**src/rtl/tbo_mul.sv**
```systemverilog
// pipelined signed multiplier built from 32x32 partial products
`timescale 1ns / 1ps
module tbo_mul #(
    parameter int AW = 36,
    parameter int BW = 36
) (
    input  logic                    clk,
    input  logic                    en,
    input  logic signed [AW-1:0]    a,
    input  logic signed [BW-1:0]    b,
    output logic signed [AW+BW-1:0] p
);

    localparam int NA = (AW + 31) / 32;
    localparam int NB = (BW + 31) / 32;
    localparam int PW = AW + BW;
    localparam int XW = (NA + NB) * 32;

    logic [AW-1:0]      ma;
    logic [BW-1:0]      mb;
    logic [NA*32-1:0]   ua_reg;
    logic [NB*32-1:0]   ub_reg;
    logic               sgn1_reg;
    logic               sgn2_reg;
    logic               sgn3_reg;
    logic [63:0]        pp_reg [NA][NB];
    logic [PW-1:0]      sum_next;
    logic [PW-1:0]      sum_reg;
    logic signed [PW-1:0] p_reg;

    assign ma = a[AW-1] ? $unsigned(-a) : $unsigned(a);
    assign mb = b[BW-1] ? $unsigned(-b) : $unsigned(b);

    always_ff @(posedge clk)
    begin
        if (en)
        begin
            ua_reg   <= (NA*32)'(ma);
            ub_reg   <= (NB*32)'(mb);
            sgn1_reg <= a[AW-1] ^ b[BW-1];
            sgn2_reg <= sgn1_reg;
            sgn3_reg <= sgn2_reg;
        end
    end

    for (genvar i = 0; i < NA; i++)
    begin : g_pa
        for (genvar j = 0; j < NB; j++)
        begin : g_pb
            always_ff @(posedge clk)
            begin
                if (en)
                begin
                    pp_reg[i][j] <= ua_reg[32*i +: 32] * ub_reg[32*j +: 32];
                end
            end
        end
    end

    always_comb
    begin
        sum_next = '0;
        for (int i = 0; i < NA; i++)
        begin
            for (int j = 0; j < NB; j++)
            begin
                sum_next = sum_next + PW'(XW'(pp_reg[i][j]) << (32 * (i + j)));
            end
        end
    end

    always_ff @(posedge clk)
    begin
        if (en)
        begin
            sum_reg <= sum_next;
            p_reg   <= sgn3_reg ? -$signed(sum_reg) : $signed(sum_reg);
        end
    end

    assign p = p_reg;

endmodule

```
**config.mk**
```make
export PLATFORM = sky130hd
export DESIGN_NAME = tbo_mul
export DESIGN_NICKNAME = d
export VERILOG_FILES = /design/src/rtl/tbo_mul.sv
export SDC_FILE = /design/constraint.sdc
export NUM_CORES = 2
export LEC_CHECK = 0
export BUFFER_PORTS_ARGS = -buffer_cell sky130_fd_sc_hd__clkbuf_2
export CAP_MARGIN = 20
export CORE_MARGIN = 2
export CORE_UTILIZATION = 60
export DETAILED_ROUTE_END_ITERATION = 12
export PLACE_DENSITY = 0.8
export SLEW_MARGIN = 40
export SYNTH_ARGS = -nofsm -noshare
export SYNTH_HDL_FRONTEND = slang
export SYNTH_SLANG_ARGS = --single-unit
```
**constraint.sdc**
```tcl
create_clock -name clk -period 7.6 [get_ports clk]
set_clock_uncertainty 0.2 [all_clocks]
set_input_delay 0.38 -clock clk [delete_from_list [all_inputs] [get_ports clk]]
set_output_delay 0.38 -clock clk [all_outputs]
set_load 0.05 [all_outputs]
```
* Yosys cells after proc, flatten, opt, wreduce, memory -nomap -nowiden
Memories as Yosys holds them, arrays and structs flattened.
Index checks and enable logic that the tools add are counted.
** Storage, ports and cells
- Word-level logic and storage cells :: 26
- Input bits :: 74
- Register bits :: 219
- Bits in writable memories :: 200
- Output and inout bits :: 72
- Memories kept :: 1
** Operators by class
- Multiply operators :: 4
- Muxes and demuxes :: 5
- Add/subtract/negate cells :: 6
- Bitwise operators :: 1
** Memory list
- pp_reg :: words 2, width 100, read ports 2, clocked after memory_dff 0, write ports 2, RTL line 26 : logic [63:0] pp_reg [NA][NB];
** Operators with widths (number)
- adder 72 bit :: 2
- adder 64 x 72 -> 72 bit :: 1
- 2-to-1 mux 72 bit :: 1
- negator 36 bit :: 2
- negator 72 bit :: 1
- 2-to-1 mux 35 bit :: 2
- multiplier 32 x 32 -> 64 bit :: 1
- multiplier 32 x 4 -> 36 bit :: 1
- multiplier 4 x 32 -> 36 bit :: 1
- multiplier 4 x 4 -> 8 bit :: 1
- 2-to-1 mux 1 bit :: 2
- XOR 1 bit :: 1

* Logic depth before layout (Yosys ltp)
An unclocked memory read counts as a cell.
- Depth in word-level cells :: 4
- Mapped depth :: 30
- Mapped depth without buffers :: 27

* Worst setup path before layout
No wires, ideal clock.
- Kind :: reg-to-reg
- Start point :: reg ub_reg[23]
- End point :: mem pp_reg[0][99] (netlist bit) (data pin)
- Data required time :: 7.134 ns
- Stages on the path, launching flop included :: 28
- Slack :: 0.023 ns
- Arrival time :: 7.111 ns
- Buffers on the path :: 3
- Setup time :: 0.266 ns
- Clock period less this slack :: 7.577 ns
- Cell sequence :: edfxtp_1 -> clkbuf_1 -> clkbuf_1 -> nand2_1 -> fa_1 -> inv_1 -> fa_1 -> inv_1 -> fa_1 -> inv_1 -> fa_1 -> fa_1 -> fa_1 -> fa_1 -> inv_1 -> fa_1 -> inv_1 -> ha_1 -> clkbuf_1 -> nand4_1 -> nor2_1 -> nand2_1 -> o211ai_1 -> a21oi_1 -> o31ai_2 -> a31oi_1 -> o41ai_1 -> xnor2_1
** RTL lines
- from (decl) :: RTL line 22 : logic [NB*32-1:0] ub_reg;
- from (signal assigned) :: RTL line 39 : ub_reg <= (NB*32)'(mb);
- to (decl) :: RTL line 26

==> impl_metrics.sql <==
INSERT INTO impl_metrics (metric_group, metric, value, unit) VALUES
('hold_path', 'hp-start', 'a[16]', ''),
('logic_synthesis', 'synth_sequential_area_ratio', '0.1874', ''),
('clock_tree', 'root_buffer', 'sky130_fd_sc_hd__clkbuf_16', ''),
('sta', 'final-max-slew-violation-count', '0', ''),
('global_routing', 'grt.total_usage', '0.3178', ''),
('logic_synthesis', 'synth_top_area_share', '0.3637', ''),
('hold_path', 'timing.hold.worst_path_depth', '3', ''),
('route', 'route.final.wire_length', '154600', 'um'),
('critical_path', 'worst_r2r_path_depth', '23', ''),
('global_routing', 'gr-total-overflow', '0', ''),
('final_layout', 'final_layout_size_suffix_gt1_frac', '0.1238', ''),
('sta', 'max_slew_margin', '0.4195', ''),
('die', 'initial_utilization', '0.6033', ''),
('sta', 'final_critical_path_setup_slack', '-0.07532', 'ns'),
('global_routing', 'grt_antenna_before_repair', '2', ''),
('final_layout', 'layout_commonest_cell', 'sky130_fd_sc_hd__fa_1', ''),
('logic_synthesis', 'synth-edff-count', '363', ''),
('logic_synthesis', 'syn_area_per_cell', '9.758', 'um^2'),
('sta', 'portion_of_the_clock_cycle_consumed_by_the_worst_path_in_the_final_layout', '1.010', ''),
('logic_synthesis', 'postSynthRegisterBits', '363', ''),
('logic_synthesis', 'yosysTopAreaCell', 'sky130_fd_sc_hd__fa_1', ''),
('run_status', 'failed_checks', 'setup timing', ''),
('critical_path', 'worstSetupPathType', 'flop to flop', ''),
('critical_path', 'timing.critical_path.fanout_max', '28', ''),
('final_layout', 'layout_common_cells', 'sky130_fd_sc_hd__fa_1 (1,030), sky130_fd_sc_hd__inv_1 (1,026), sky130_fd_sc_hd__nand2_1 (793)', ''),
('place', 'place.port_buffers', '145', ''),
('sta', 'finalSetupViolCount', '3', ''),
('route', 'route.detailed.drc', '0', ''),
('global_routing', 'number_of_global_route_vias_before_repair', '46130', ''),
('critical_path', 'cp.required', '7.85', 'ns'),
('final_layout', 'finalNonFillerCells', '7577', ''),
('place', 'dp.cells', '7384', ''),
('place', 'post_dp_cell_area', '62270', 'um^2'),
('sta', 'final.hold.worst_slack', '0.04064', 'ns'),
('die', 'num_rows', '114', ''),
('clock_tree', 'tritoncts', 'done', ''),
('place', 'dp.final_hpwl', '123300', 'um'),
('logic_synthesis', 'yosys_warnings', '0', ''),
('route', 'drt_iter0_drc', '3784', ''),
('hold_path', 'min_to', 'ua_reg[17]', ''),
('logic_synthesis', 'ys_top_cells_by_area', 'sky130_fd_sc_hd__fa_1 (36%), sky130_fd_sc_hd__edfxtp_1 (19%), sky130_fd_sc_hd__ha_1 (8.5%), sky130_fd_sc_hd__and2_1 (7.2%), sky130_fd_sc_hd__inv_1 (6.8%)', ''),
('final_layout', 'largest_reg_flops', '144', ''),
('clock_tree', 'clkLatencyLatePin', '0.60', 'ns'),
('logic_synthesis', 'dominant_synthesized_flop_cell', 'sky130_fd_sc_hd__edfxtp_1', ''),
('die', 'die_area', '99460', 'um^2'),
('sta', 'setup_tns', '-0.2165', 'ns'),
('logic_synthesis', 'synth_area', '58170', 'um^2'),
('sta', 'timing_worst_slew_pin_value', '0.8707', 'ns'),
('route', 'route.antenna.remaining_nets', '0', ''),
('run', 'maxCapViolations', '0', ''),
('clock_tree', 'cts.path.max_buffers', '3', ''),
('critical_path', 'start_kind', 'flop', ''),
('route', 'detail_route.vias_per_cell', '5.733', ''),
('die', 'die-width', '315.4', 'um'),
('route', 'drt-pass1-iter-count', '8', ''),
('sta', 'maxClockFrequency', '130.3', 'MHz'),
('critical_path', 'r2r_start', 'ub_reg[29]', ''),
('route', 'average_routed_wire_per_standard_cell', '20.40', 'um'),
('clock_tree', 'h-tree-depth', '2', ''),
('final_layout', 'post-route-cell-area', '65780', 'um^2'),
('hold_path', 'hold_path.class', 'input pin to flop', ''),
('critical_path', 'category_of_the_worst_setup_path_capture_point', 'flop', ''),
('logic_synthesis', 'yosys.cell_types.count', '69', ''),
('die', 'coreArea', '96420', 'um^2'),
('sta', 'final_hold_viol_count', '0', ''),
('clock_tree', 'clkSlewWorstSetupHoldPaths', '0.05', 'ns'),
('place', 'globalplace.congestion', '0.9561', ''),
('critical_path', 'crit_path_dat', '7.93', 'ns'),
('run_status', 'run_status', 'finished with violations', ''),
('global_routing', 'pin_count_of_the_biggest_net_entering_global_routing', '134', ''),
('global_routing', 'grt_pass1_wl', '245900', 'um');
[worst max-delay path, cell delays in order, from the launching register on]
cell	delay, ns
sky130_fd_sc_hd__edfxtp_1	0.58
sky130_fd_sc_hd__buf_4	0.24
sky130_fd_sc_hd__buf_4	0.23
sky130_fd_sc_hd__and2_1	0.20
sky130_fd_sc_hd__fa_1	0.53
sky130_fd_sc_hd__inv_1	0.06
sky130_fd_sc_hd__fa_1	0.46
sky130_fd_sc_hd__fa_1	0.53
sky130_fd_sc_hd__inv_1	0.07
sky130_fd_sc_hd__fa_1	0.46
sky130_fd_sc_hd__fa_1	0.52
sky130_fd_sc_hd__fa_1	0.46
sky130_fd_sc_hd__fa_1	0.65
sky130_fd_sc_hd__ha_1	0.29
sky130_fd_sc_hd__ha_1	0.38
sky130_fd_sc_hd__a21oi_1	0.21
sky130_fd_sc_hd__o21bai_1	0.09
sky130_fd_sc_hd__a21o_1	0.20
sky130_fd_sc_hd__o21bai_1	0.18
sky130_fd_sc_hd__a211o_1	0.30
sky130_fd_sc_hd__inv_1	0.11
sky130_fd_sc_hd__o22ai_1	0.11
sky130_fd_sc_hd__or3_1	0.39
sky130_fd_sc_hd__nand3_1	0.09
[worst max path at each step]
| stage | from | to | slack [ns] | cells past startpoint |
|---|---|---|---|---|
| finish | ub_reg[29] | pp_reg[0][96] | -0.08 | 23 |
| global route | ub_reg[2] | pp_reg[0][94] | -0.26 | 28 |
| CTS | ua_reg[9] | pp_reg[0][85] | -0.01 | 25 |
| detailed placement | ub_reg[7] | pp_reg[0][95] | -0.31 | 24 |
| global placement | ub_reg[2] | pp_reg[0][99] | -0.17 | 25 |
| floorplan | ub_reg[23] | pp_reg[0][99] | 0.02 | 27 |
[repair_timing]
item,CTS,global route
pin swaps,63,59
hold buffers,61,0
cloned,5,2
endpoints found under the setup margin,23,31
setup buffers,35,18
hold endpoints to repair,60,0
resized for setup,87,146
[synthesized netlist by cell type (71+ instances only)]
master	count
sky130_fd_sc_hd__a21o_1	98
sky130_fd_sc_hd__a21oi_1	174
sky130_fd_sc_hd__and2_1	671
sky130_fd_sc_hd__clkbuf_1	321
sky130_fd_sc_hd__edfxtp_1	363
sky130_fd_sc_hd__fa_1	1057
sky130_fd_sc_hd__ha_1	394
sky130_fd_sc_hd__inv_1	1052
sky130_fd_sc_hd__nand2_1	798
sky130_fd_sc_hd__nor2_1	100
sky130_fd_sc_hd__o21ai_0	115
sky130_fd_sc_hd__xnor2_1	222
sky130_fd_sc_hd__xor2_1	71
[area by class of cell]
class                           count  area [um^2]
Antenna cell                        3        7.507
Sequential cell                   363        10900
Timing Repair Buffer              592         5081
Clock buffer                       51         1085
Clock inverter                     17        222.7
Fill cell                        7047        30640
Inverter                         1052         3949
Multi-Input combinational cell   4223        42940
Tap cell                         1276         1597
[through the flow]
| stage | util | setup slack (ns) |
|---|---|---|
| floorplan | - | 0.02334 |
| global placement | 0.6457 | -0.1705 |
| detailed placement | 0.6458 | -0.3060 |
| CTS | 0.6740 | -0.01258 |
| global route | 0.6822 | -0.2579 |
| finish | 0.6823 | -0.07532 |
[layer usage]
layer / vias up / share of wire / global-route usage
met5: - / 0 / 0
met4: 0 / 0.037 / 0.1037
met3: 393 / 0.10 / 0.05765
met2: 2083 / 0.48 / 0.5293
met1: 21770 / 0.39 / 0.4247
li1: 19190 / - / -
[cells by family (layout without fill, tap and decap cells)]
logic type | after synthesis | after routing | synth area share
flip-flops | 363 | 363 | 0.1874
XOR/XNOR | 293 | 293 | 0.04411
AND/OR/NAND/NOR | 1847 | 1847 | 0.1599
multiplexers | 2 | 2 | 0.0003656
AO/OA/AOI/OAI | 630 | 630 | 0.07095
buffers and inverters | 1376 | 1712 | 0.08878
adder cells (fa/ha/maj) | 1451 | 1451 | 0.4485
other | 0 | 3 | 0
Power is left out: the tool's default activity adds up to more than one toggle a clock period on the data nets, which glitch-free logic cannot reach.
